--- config.mk ---
export PLATFORM = sky130hd
export DESIGN_NAME = sdp_attribute_extractor
export DESIGN_NICKNAME = d
export VERILOG_FILES = /design/src/design/sdpae_pkg.sv /design/src/design/sdpae_name_match.sv /design/src/design/sdp_attribute_extractor.sv
export VERILOG_INCLUDE_DIRS = /design/src /design/src/design
export SDC_FILE = /design/constraint.sdc
export NUM_CORES = 1
export LEC_CHECK = 0
export ABC_AREA = 1
export BUFFER_PORTS_ARGS = -buffer_cell sky130_fd_sc_hd__buf_4
export CORE_UTILIZATION = 50
export CTS_BUF_LIST = sky130_fd_sc_hd__clkbuf_2
export DETAILED_ROUTE_END_ITERATION = 6
export HOLD_SLACK_MARGIN = 0.05
export MAX_ROUTING_LAYER = met4
export PLACE_DENSITY = 0.72
export SLEW_MARGIN = 10
export SYNTH_ARGS = -nofsm -noshare
export SYNTH_HDL_FRONTEND = slang
export SYNTH_SLANG_ARGS = --single-unit
--- constraint.sdc ---
create_clock -name clk -period 3 [get_ports clk]
set_input_delay 0.15 -clock clk [delete_from_list [all_inputs] [get_ports clk]]
set_output_delay 0.15 -clock clk [all_outputs]
set_load 0.02 [all_outputs]
--- src/design/sdp_attribute_extractor_macros.svh ---
// Assertion macros shared by the session description extractor RTL
`ifndef SDP_ATTRIBUTE_EXTRACTOR_MACROS_SVH
`define SDP_ATTRIBUTE_EXTRACTOR_MACROS_SVH

// Check a property on every rising clock edge outside reset.
`define SDPAE_ASSERT(label, prop, msg) \
    label: assert property (@(posedge clk) disable iff (!rst_n) (prop)) else $error(msg);

// Check that a condition implies a consequence in the next clock cycle.
`define SDPAE_ASSERT_NEXT(label, ante, cons, msg) \
    label: assert property (@(posedge clk) disable iff (!rst_n) (ante) |=> (cons)) \
        else $error(msg);

`endif

--- src/design/sdpae_pkg.sv ---
// Types, codes and name tables for the session description extractor
package sdpae_pkg;

    typedef enum logic [2:0] {
        PH_START  = 3'd0,
        PH_FIRST  = 3'd1,
        PH_NAME   = 3'd2,
        PH_SKIPWS = 3'd3,
        PH_VALUE  = 3'd4,
        PH_IGNORE = 3'd5
    } phase_t;

    typedef enum logic [1:0] {
        KIND_NONE  = 2'd0,
        KIND_CONN  = 2'd1,
        KIND_ATTR  = 2'd2,
        KIND_OTHER = 2'd3
    } kind_t;

    localparam logic [2:0] FID_CONN        = 3'd0;
    localparam logic [2:0] FID_MIN_LATENCY = 3'd5;

    localparam logic [7:0] CH_NUL   = 8'h00;
    localparam logic [7:0] CH_CR    = 8'h0D;
    localparam logic [7:0] CH_LF    = 8'h0A;
    localparam logic [7:0] CH_TAB   = 8'h09;
    localparam logic [7:0] CH_SPACE = 8'h20;
    localparam logic [7:0] CH_COLON = 8'h3A;
    localparam logic [7:0] CH_EQUAL = 8'h3D;
    localparam logic [7:0] CH_C     = 8'h63;
    localparam logic [7:0] CH_A     = 8'h61;

    localparam int NAME_COUNT = 5;
    localparam int NAME_MAX   = 11;

    localparam logic [4:0] CAND_ALL = 5'h1F;
    localparam logic [3:0] POS_MAX  = 4'd15;

    // Names are stored right-aligned: the first character sits in the highest used byte.
    localparam logic [NAME_MAX*8-1:0] NAME_TEXT [NAME_COUNT] = '{
        "rtpmap", "fmtp", "fpaeskey", "aesiv", "min-latency"
    };
    localparam logic [3:0] NAME_LEN [NAME_COUNT] = '{4'd6, 4'd4, 4'd8, 4'd5, 4'd11};

    typedef struct packed {
        logic [4:0] cand;      // candidates left after this character
        logic [3:0] pos;       // saturating name position
        logic [2:0] close_id;  // field id if the name ends here, else 0
    } match_t;

    // Character pos of name idx; caller guarantees pos < length.
    function automatic logic [7:0] name_char(input int idx, input logic [3:0] pos);
        logic [3:0] off;
        logic [NAME_MAX*8-1:0] text;
        text = NAME_TEXT[idx];
        off  = 4'(NAME_LEN[idx] - pos - 4'd1);
        return text[{off, 3'b000} +: 8];
    endfunction

endpackage

--- src/design/sdpae_name_match.sv ---
// Parallel attribute name matcher: narrows candidates and resolves the name at ':'
module sdpae_name_match
(
    input  logic [4:0]      cand,
    input  logic [3:0]      pos,
    input  logic [7:0]      data,
    output sdpae_pkg::match_t match
);

    always_comb
    begin
        match.cand     = '0;
        match.close_id = '0;
        for (int i = 0; i < sdpae_pkg::NAME_COUNT; i++)
        begin
            // keep a candidate only while the character agrees
            if (cand[i] && (pos < sdpae_pkg::NAME_LEN[i])
                && (sdpae_pkg::name_char(i, pos) == data))
            begin
                match.cand[i] = 1'b1;
            end
            // a complete candidate at ':' names the field
            if (cand[i] && (pos == sdpae_pkg::NAME_LEN[i]))
            begin
                match.close_id = 3'(i + 1);
            end
        end
        match.pos = (pos == sdpae_pkg::POS_MAX) ? pos : pos + 4'd1;
    end

endmodule

--- src/design/sdp_attribute_extractor.sv ---
// Top level: streaming session description extractor (c= and selected a= values)
// An accepted byte is held in the input register; its result is loaded into the result register.
// Throughput: one byte per cycle while the master side takes results; the per-byte parse is one
// pass through a parallel name compare between the input register and the result register.
// Reset: rst_n low clears both valid flags and returns the parser to line start with no
// fields found; the last byte of each message restores the same state.
module sdp_attribute_extractor
(
    input  logic        clk,
    input  logic        rst_n,
    input  logic        s_axis_tvalid,
    output logic        s_axis_tready,
    input  logic [7:0]  s_axis_tdata,   // [7:0] data_byte
    input  logic        s_axis_tlast,   // last_byte
    output logic        m_axis_tvalid,
    input  logic        m_axis_tready,
    output logic [15:0] m_axis_tdata,   // [7:0] value_byte, [8] has_byte, [9] value_end,
                                        // [15:10] found_mask
    output logic [2:0]  m_axis_tuser,   // [2:0] field_id
    output logic        m_axis_tlast    // message_end
);

`include "sdp_attribute_extractor_macros.svh"

    // Input register: one byte waiting to be parsed
    logic       in_valid_reg;
    logic [7:0] in_byte_reg;
    logic       in_last_reg;

    // Parser state
    sdpae_pkg::phase_t line_phase_reg, line_phase_next, phase_proc;
    sdpae_pkg::kind_t  line_kind_reg, line_kind_next, kind_proc;
    logic [3:0] name_pos_reg, name_pos_next, pos_proc;
    logic [4:0] cand_reg, cand_next, cand_proc;
    logic [2:0] active_reg, active_next, active_proc;
    logic [5:0] found_reg, found_next, found_proc;
    logic       stopped_reg, stopped_next, stopped_proc;

    // Result register
    logic       out_valid_reg;
    logic [2:0] out_fid_reg;
    logic [7:0] out_vbyte_reg;
    logic       out_hb_reg;
    logic       out_ve_reg;
    logic       out_me_reg;
    logic [5:0] out_mask_reg;

    // Result of the current byte
    logic       emit;
    logic [2:0] res_fid;
    logic [7:0] res_vbyte;
    logic       res_hb;
    logic       res_ve;
    logic       res_me;
    logic [5:0] res_mask;

    logic advance;
    logic term;
    logic is_ws;
    sdpae_pkg::match_t match;

    sdpae_name_match u_match
    (
        .cand  (cand_reg),
        .pos   (name_pos_reg),
        .data  (in_byte_reg),
        .match (match)
    );

    assign term  = (in_byte_reg == sdpae_pkg::CH_NUL) || (in_byte_reg == sdpae_pkg::CH_CR)
                   || (in_byte_reg == sdpae_pkg::CH_LF);
    assign is_ws = (in_byte_reg == sdpae_pkg::CH_SPACE) || (in_byte_reg == sdpae_pkg::CH_TAB);

    // Parse the held byte when the result register can take its result (or none is made)
    assign advance       = in_valid_reg && (!emit || !out_valid_reg || m_axis_tready);
    assign s_axis_tready = !in_valid_reg || advance;

    // Next state: line parse for the held byte
    always_comb
    begin
        phase_proc   = line_phase_reg;
        kind_proc    = line_kind_reg;
        pos_proc     = name_pos_reg;
        cand_proc    = cand_reg;
        active_proc  = active_reg;
        found_proc   = found_reg;
        stopped_proc = stopped_reg;
        if (!stopped_reg)
        begin
            if (term)
            begin
                // end the line; a zero byte freezes parsing until the last byte
                phase_proc = sdpae_pkg::PH_START;
                kind_proc  = sdpae_pkg::KIND_NONE;
                if (in_byte_reg == sdpae_pkg::CH_NUL)
                begin
                    stopped_proc = 1'b1;
                end
            end
            else
            begin
                unique case (line_phase_reg)
                    sdpae_pkg::PH_START:
                    begin
                        if (in_byte_reg == sdpae_pkg::CH_C)
                        begin
                            kind_proc = sdpae_pkg::KIND_CONN;
                        end
                        else if (in_byte_reg == sdpae_pkg::CH_A)
                        begin
                            kind_proc = sdpae_pkg::KIND_ATTR;
                        end
                        else
                        begin
                            kind_proc = sdpae_pkg::KIND_OTHER;
                        end
                        phase_proc = sdpae_pkg::PH_FIRST;
                    end
                    sdpae_pkg::PH_FIRST:
                    begin
                        phase_proc = sdpae_pkg::PH_IGNORE;
                        if (in_byte_reg == sdpae_pkg::CH_EQUAL)
                        begin
                            if (line_kind_reg == sdpae_pkg::KIND_CONN)
                            begin
                                // only the first connection line counts
                                if (!found_reg[sdpae_pkg::FID_CONN])
                                begin
                                    found_proc[sdpae_pkg::FID_CONN] = 1'b1;
                                    active_proc = sdpae_pkg::FID_CONN;
                                    phase_proc  = sdpae_pkg::PH_VALUE;
                                end
                            end
                            else if (line_kind_reg == sdpae_pkg::KIND_ATTR)
                            begin
                                phase_proc = sdpae_pkg::PH_NAME;
                                pos_proc   = '0;
                                cand_proc  = sdpae_pkg::CAND_ALL;
                            end
                        end
                    end
                    sdpae_pkg::PH_NAME:
                    begin
                        if (in_byte_reg == sdpae_pkg::CH_COLON)
                        begin
                            if ((match.close_id != '0) && !found_reg[match.close_id])
                            begin
                                found_proc[match.close_id] = 1'b1;
                                active_proc = match.close_id;
                                phase_proc  = sdpae_pkg::PH_SKIPWS;
                            end
                            else
                            begin
                                phase_proc = sdpae_pkg::PH_IGNORE;
                            end
                        end
                        else
                        begin
                            cand_proc = match.cand;
                            pos_proc  = match.pos;
                        end
                    end
                    sdpae_pkg::PH_SKIPWS, sdpae_pkg::PH_VALUE:
                    begin
                        if (!((line_phase_reg == sdpae_pkg::PH_SKIPWS) && is_ws))
                        begin
                            phase_proc = sdpae_pkg::PH_VALUE;
                        end
                    end
                    default:
                    begin
                        phase_proc = line_phase_reg;
                    end
                endcase
            end
        end

        // the last byte returns everything to the reset state
        if (in_last_reg)
        begin
            line_phase_next = sdpae_pkg::PH_START;
            line_kind_next  = sdpae_pkg::KIND_NONE;
            name_pos_next   = '0;
            cand_next       = sdpae_pkg::CAND_ALL;
            active_next     = '0;
            found_next      = '0;
            stopped_next    = 1'b0;
        end
        else
        begin
            line_phase_next = phase_proc;
            line_kind_next  = kind_proc;
            name_pos_next   = pos_proc;
            cand_next       = cand_proc;
            active_next     = active_proc;
            found_next      = found_proc;
            stopped_next    = stopped_proc;
        end
    end

    // Outputs: the result transaction made by the held byte, if any
    always_comb
    begin
        emit      = 1'b0;
        res_fid   = '0;
        res_vbyte = '0;
        res_hb    = 1'b0;
        res_ve    = 1'b0;
        res_me    = 1'b0;
        res_mask  = '0;
        if (!stopped_reg)
        begin
            if (term)
            begin
                // close an open value at the line end
                if ((line_phase_reg == sdpae_pkg::PH_VALUE)
                    || (line_phase_reg == sdpae_pkg::PH_SKIPWS))
                begin
                    emit    = 1'b1;
                    res_ve  = 1'b1;
                    res_fid = active_reg;
                end
            end
            else if (((line_phase_reg == sdpae_pkg::PH_SKIPWS) && !is_ws)
                     || (line_phase_reg == sdpae_pkg::PH_VALUE))
            begin
                emit      = 1'b1;
                res_hb    = 1'b1;
                res_vbyte = in_byte_reg;
                res_fid   = active_reg;
            end
        end
        if (in_last_reg)
        begin
            // the last byte closes any value still open and reports the found mask
            if ((phase_proc == sdpae_pkg::PH_VALUE) || (phase_proc == sdpae_pkg::PH_SKIPWS))
            begin
                res_ve  = 1'b1;
                res_fid = active_proc;
            end
            emit     = 1'b1;
            res_me   = 1'b1;
            res_mask = found_proc;
        end
    end

    // Input register
    always_ff @(posedge clk or negedge rst_n)
    begin
        if (!rst_n)
        begin
            in_valid_reg <= 1'b0;
        end
        else if (s_axis_tready)
        begin
            in_valid_reg <= s_axis_tvalid;
        end
    end

    always_ff @(posedge clk)
    begin
        if (s_axis_tvalid && s_axis_tready)
        begin
            in_byte_reg <= s_axis_tdata;
            in_last_reg <= s_axis_tlast;
        end
    end

    // Parser state advances once per parsed byte
    always_ff @(posedge clk or negedge rst_n)
    begin
        if (!rst_n)
        begin
            line_phase_reg <= sdpae_pkg::PH_START;
            line_kind_reg  <= sdpae_pkg::KIND_NONE;
            name_pos_reg   <= '0;
            cand_reg       <= sdpae_pkg::CAND_ALL;
            active_reg     <= '0;
            found_reg      <= '0;
            stopped_reg    <= 1'b0;
        end
        else if (advance)
        begin
            line_phase_reg <= line_phase_next;
            line_kind_reg  <= line_kind_next;
            name_pos_reg   <= name_pos_next;
            cand_reg       <= cand_next;
            active_reg     <= active_next;
            found_reg      <= found_next;
            stopped_reg    <= stopped_next;
        end
    end

    // Result register: load a new transaction, or drop the one just taken
    always_ff @(posedge clk or negedge rst_n)
    begin
        if (!rst_n)
        begin
            out_valid_reg <= 1'b0;
        end
        else if (advance && emit)
        begin
            out_valid_reg <= 1'b1;
        end
        else if (m_axis_tready)
        begin
            out_valid_reg <= 1'b0;
        end
    end

    always_ff @(posedge clk)
    begin
        if (advance && emit)
        begin
            out_fid_reg   <= res_fid;
            out_vbyte_reg <= res_vbyte;
            out_hb_reg    <= res_hb;
            out_ve_reg    <= res_ve;
            out_me_reg    <= res_me;
            out_mask_reg  <= res_mask;
        end
    end

    assign m_axis_tvalid = out_valid_reg;
    assign m_axis_tdata  = {out_mask_reg, out_ve_reg, out_hb_reg, out_vbyte_reg};
    assign m_axis_tuser  = out_fid_reg;
    assign m_axis_tlast  = out_me_reg;

    // An open value always belongs to a field already marked found
    `SDPAE_ASSERT(a_open_value_found,
        !((line_phase_reg == sdpae_pkg::PH_VALUE) || (line_phase_reg == sdpae_pkg::PH_SKIPWS))
        || (((found_reg >> active_reg) & 6'd1) != 6'd0),
        "open value for a field not marked found")

    `SDPAE_ASSERT(a_active_range, active_reg <= sdpae_pkg::FID_MIN_LATENCY,
        "active field id out of range")

    `SDPAE_ASSERT(a_stopped_idle, !stopped_reg || (line_phase_reg == sdpae_pkg::PH_START),
        "parser stopped in the middle of a line")

    `SDPAE_ASSERT_NEXT(a_last_clears, advance && in_last_reg,
        (line_phase_reg == sdpae_pkg::PH_START) && (found_reg == '0) && !stopped_reg,
        "state not cleared after the last byte")

endmodule

Word level (Yosys, flattened, before mapping)
Index checks and enable logic that the tools add are counted.

storage, ports and cells
  output and inout bits = 22
  logic and storage cells = 212
  input bits = 13
  register bits after elaboration = 55

cells by class
  order comparisons = 7
  add/subtract/negate cells = 11
  reduce and logical (&&, ||, !) cells = 48
  bitwise operators = 2
  shifts and indexed selects = 5
  multiplexer cells = 88
  eq/ne operators = 34

operator list
  cell                                                        number
  variable part select 88 x 8 -> 8 bit, first input constant  5
  two-way mux 3 bit                                           25
  equality test 8 bit                                         5
  two-way mux 5 bit                                           8
  two-way mux 4 bit                                           8
  two-way mux 6 bit                                           5
  two-way mux 1 bit                                           28
  equality test 8 x 4 -> 1 bit, second input constant         3
  equality test 8 x 6 -> 1 bit, second input constant         3
  logical AND 1 bit                                           22
  subtractor 4 x 1 -> 4 bit, second input constant            5
  equality test 8 x 7 -> 1 bit, second input constant         2
  != test 3 bit, second input constant                        5
  two-way mux 2 bit                                           7
  equality test 4 x 3 -> 1 bit, second input constant         3
  equality test 4 bit, second input constant                  3
  less-than comparator 4 x 3 -> 1 bit, second input constant  3
  one-hot mux 3 bit (4 select lines)                          1
  subtractor 3 x 4 -> 4 bit, first input constant             3
  one-hot mux 5 bit (2 select lines)                          1
  equality test 3 x 2 -> 1 bit, second input constant         3
  logical OR 1 bit                                            9
  AND reduction 9 bit                                         1
  nonzero test 3 bit                                          3
  other kinds (25)                                            34

Depth between registers and ports, before layout
  depth after elaboration = 20
  mapped depth = 19
  mapped depth without buffers = 19

Modules after synthesis
Synthesis repeated with hierarchy kept, for this count alone.

unflattened totals
  cell total of the unflattened synthesis = 574
  area, all modules = 4287.9 µm²

by module, submodules not included
  module                   sequential area each (µm²)  cells an instance  times used  area an instance (µm²)
  sdp_attribute_extractor  1527.7                      338                1           2880.3
  sdpae_name_match         0.0                         236                1           1407.6

Worst setup path before layout
No wires, ideal clock.

  kind = register to register
  start point = reg name_pos_reg[2]
  end point = reg out_fid_reg[0], in the netlist m_axis_tuser[0], data pin
  stages on the path, launching flop included = 20
  path slack = 0.495 ns
  period minus slack after synthesis = 2.505 ns
  data required time = 2.747 ns
  buffers on the path = 1
  arrival time = 2.253 ns
  library setup time = 0.253 ns
  cells stage by stage = dfrtp_1 -> buf_2 -> inv_1 -> ha_1 -> nand3_1 -> nand2_1 -> inv_1 -> nand2_1 -> nand3_1 -> nand2_1 -> nand2_1 -> nand2_1 -> nand3_1 -> nand2_1 -> nand2_1 -> nand2_1 -> nand2_1 -> nand3_2 -> nand2_1 -> nand2_1

between the ends
  longest elaborated chain between the ends = 20
  elaborated cells on any way between the ends = 35
  classes of those cells = eq/ne (7); mux (19); reduce/logical (9)

ends and longest elaborated chain
  what                                                                 line                            RTL
  start: declaration                                                   sdp_attribute_extractor.sv:33   logic [3:0] name_pos_reg, name_pos_next, pos_proc;
  start signal: assignment                                             sdp_attribute_extractor.sv:286  name_pos_reg <= name_pos_next;
  equality test 4 x 3 -> 1 bit                                         sdpae_name_match.sv:23          if (cand[i] && (pos == sdpae_pkg::NAME_LEN[i]))
  logical AND 1 bit                                                    sdpae_name_match.sv:23
  two-way mux 1 bit                                                    sdpae_name_match.sv:23
  two-way mux 2 bit (2 in a row)                                       sdpae_name_match.sv:23
  two-way mux 3 bit                                                    sdpae_name_match.sv:23
  two-way mux 3 bit (*)                                                sdpae_name_match.sv:23
  binary-select mux 1 bit (select 3 bit)                               sdp_attribute_extractor.sv:146  if ((match.close_id != '0) && !found_reg[match.close_id])
  two-way mux 1 bit (implied by the code)                              sdp_attribute_extractor.sv:146
  [4 not listed]                                                       -
  one-hot mux 3 bit (4 select lines)                                   sdp_attribute_extractor.sv:102  unique case (line_phase_reg)
  two-way mux 3 bit                                                    sdp_attribute_extractor.sv:90   if (term)
  two-way mux 3 bit                                                    sdp_attribute_extractor.sv:88   if (!stopped_reg)
  equality test 3 bit or equality test 3 x 2 -> 1 bit (tied branches)  sdp_attribute_extractor.sv:236  if ((phase_proc == sdpae_pkg::PH_VALUE) || (phase_proc == sdpae_pkg::PH_SKIPWS))
  logical OR 1 bit                                                     sdp_attribute_extractor.sv:236
  two-way mux 3 bit (*)                                                sdp_attribute_extractor.sv:236
  two-way mux 3 bit (*)                                                sdp_attribute_extractor.sv:233  if (in_last_reg)
  via res_fid[0]                                                       sdp_attribute_extractor.sv:50   logic [2:0] res_fid;
  end signal: assignment                                               sdp_attribute_extractor.sv:315  out_fid_reg <= res_fid;
  end: declaration                                                     sdp_attribute_extractor.sv:41   logic [2:0] out_fid_reg;

The timed path passes the listed nets; every way through them passes the cells marked *. The select of a mux whose other input is x is not followed.
A chain may end at the register's enable or synchronous reset.

Final worst setup path
  start point = reg name_pos_reg[1]
  end point = reg out_fid_reg[2], in the netlist m_axis_tuser[2], data pin

The elaborated chain is that of the path after synthesis.

==> impl_metrics.tcl <==
set metrics [dict create \
    worstSetupEndpointType "flip-flop" \
    io-pin-count 35 \
    max-slew-margin-rel 0.621 \
    cts_tree "done" \
    fin_worst_skew_ps 49.9 \
    drt_wl_total_mm 10.7 \
    buffer_ports.inserted 34 \
    htree_levels 2 \
    place_congestion 0.991 \
    min_period_ps 2740 \
    wl_met2_mm 5.00 \
    grt_max_degree 21 \
    highest_count_cells_in_the_layout_ignoring_fill_and_taps "sky130_fd_sc_hd__nand2_1, sky130_fd_sc_hd__inv_1, sky130_fd_sc_hd__nor2_1" \
    clock_insertion_delay_worst_skew_ps 510 \
    fp.coreArea_um2 7770 \
    clock_sink_count 55 \
    die_area_um2 8450 \
    synth-edff-count 29 \
    syn_area_um2 4040 \
    floorplan.initialDensity 0.520 \
    core.rowCount 32 \
    dr_total_vias 3704 \
    setup_viol_count_final 0 \
    timing.fmax_ghz 0.365 \
    postSynthCellCount 522 \
    clk_transition_reported_paths_ps 350 \
    rsz0062_at_grt "no" \
    ys.flop_type "sky130_fd_sc_hd__edfxtp_1" \
    die_width_um 91.9 \
    worst_setup_path_start_kind "flip-flop" \
    place.detailed.instances 658 \
    layout.cells.most_common "sky130_fd_sc_hd__nand2_1" \
    place_hpwl_mm 8.02 \
    first_global_vias 3611 \
    ys_ff_latch 55 \
    yosys_warn_count 0 \
    irDropWorstVdd_mv 0.280 \
    numCtsBuffers 5 \
    detailroute.wirelength.met3_um 808 \
    dieHeight_um 91.9 \
    detail_route.wl_per_cell_um 15.8 \
    global_route.usage.total 0.280 \
    syn_nets 558 \
    antennaDiodeCount 0 \
    drt-initial-drc-count 253 \
    drtPass1Iterations 5 \
    ctsRootBufferMaster "sky130_fd_sc_hd__clkbuf_2" \
    grt_first_pass_wirelength_mm 17.8 \
    final_global_route_overflow_total 0 \
    detail-route-antenna-nets 0 \
    leakage_power_summed_over_all_cells_nw 2.16 \
    powerDensity_nw_per_um2 508 \
    hp-class "in -> reg" \
    yosysSeqAreaShare 0.378 \
    report.final.hold_viol_count 0 \
    postSynthAreaPerCell_um2 7.74 \
    crit_fanout 13 \
    finalCoreUtilization 0.596 \
    layout.cells.non_filler 680 \
    drt-met1-wl_mm 4.81 \
    post_route_cells_drive_above_1_share 0.190 \
    worstMarginPinSlew_ps 567 \
    synthArstFlopShare 0.473 \
    cp_data_arrival_time_ps 3050 \
    layout.nets 613 \
    vias_per_cell 5.45 \
    layout-area-overhead-vs-synth_pct 14.5 \
    drv_slew 0 \
    post-route-drc-count 0 \
    antenna_violations_before_repair 0 \
    run_status "complete, no violations" \
    synthDistinctLibCells 46 \
    clock_tree.buffer_depth 2 \
    dr.max_layer_used "met4" \
    fin_tns_setup_ps 0 \
    period_share 0.912 \
    timing.max_cap.violations 0 \
    worst-setup-path-type "reg -> reg" \
    required_worst_endpoint_ps 3310 \
]
what timing repair did:
item | 4_1_cts | 5_1_grt
hold buffers | 14 | 0
setup buffers | 0 | 0
resized for setup | 0 | 1
endpoints found under the hold margin | 37 | 0
setup endpoints to repair | 0 | 4
path summary, 6_finish.rpt:
check	from	end	slack (ps)	cells after the start
worst max-delay path	name_pos_reg[1]$_DFFE_PN0P_	m_axis_tuser[2]$_DFFE_PP_	260	17
worst min-delay path	s_axis_tlast	in_last_reg$_DFFE_PP_	340	2
worst max register to register	name_pos_reg[1]$_DFFE_PN0P_	m_axis_tuser[2]$_DFFE_PP_	260	17
worst min register to register	cand_reg[2]$_DFFE_PN1P_	cand_reg[2]$_DFFE_PN1P_	510	2
max in group asynchronous	rst_n	found_reg[0]$_DFFE_PN0P_	1240	4
min in group asynchronous	rst_n	active_reg[2]$_DFFE_PN0P_	550	3
critical path, stage by stage, from the launching register on:
cell	delay (ps)
sky130_fd_sc_hd__dfrtp_2	570
sky130_fd_sc_hd__inv_1	250
sky130_fd_sc_hd__ha_1	270
sky130_fd_sc_hd__nand3_1	140
sky130_fd_sc_hd__nand2_1	100
sky130_fd_sc_hd__inv_1	50
sky130_fd_sc_hd__a21oi_2	210
sky130_fd_sc_hd__nand2_1	130
sky130_fd_sc_hd__nand2_1	100
sky130_fd_sc_hd__nand2_1	50
sky130_fd_sc_hd__nand3_1	70
sky130_fd_sc_hd__nand2_1	50
sky130_fd_sc_hd__nand2_1	90
sky130_fd_sc_hd__nand2_1	80
sky130_fd_sc_hd__nand2_1	150
sky130_fd_sc_hd__nand3_2	140
sky130_fd_sc_hd__nand2_1	90
sky130_fd_sc_hd__nand2_1	50
area by class of cell:
cell class,count,area [um2]
Clock buffer,5,25.0
Timing Repair Buffer,58,470
Fill cell,721,3140
Inverter,69,269
Multi-Input combinational cell,388,2180
Clock inverter,3,27.5
Tap cell,102,128
Sequential cell,55,1530
synth_stat cells, drive strengths merged (3+ instances only):
cell type  instances  area (um2)
o22ai              3        18.8
dfrtp             21         526
nand2            144         597
dfstp              5         131
edfxtp            29         871
nand4             10        62.6
a21oi             16        83.8
nor2              60         278
nand3             47         283
xor2              16         140
ha                23         288
buf                8        58.8
inv               68         260
nor3              13        86.3
o21ai             39         210
metrics by stage:
stage	hold WS (ps)	instance area [um2]	power, mW	setup WS, ps
global placement	89.1	4430	1.98	342
finish	340	4630	2.35	263
floorplan	-146	4040	1.73	495
CTS	324	4630	2.34	176
global route	314	4630	2.50	20.7
detailed placement	98.1	4430	2.00	175
layer usage:
layer,GRT usage,vias up
met5,-,-
met4,0.0521,0
met3,0.0547,15
met2,0.445,161
met1,0.378,1708
li1,-,1820
report_power, final:
part           switching [mW]  internal (mW)  leakage, nW
Clock                   0.271         0.0652       0.0311
Combinational           0.622          0.308         1.51
Sequential              0.107          0.976        0.617
Total                    1.00           1.35         2.16
logic make-up after synthesis:
family | synth area share
and+or+nand+nor | 0.327
buffers and inverters | 0.0829
AOI/OAI and AO/OA | 0.106
DFF | 0.378
adders and majority gates | 0.0712
xor gates and xnor gates | 0.0347
Note: power is estimated with default switching activity, not from simulation.
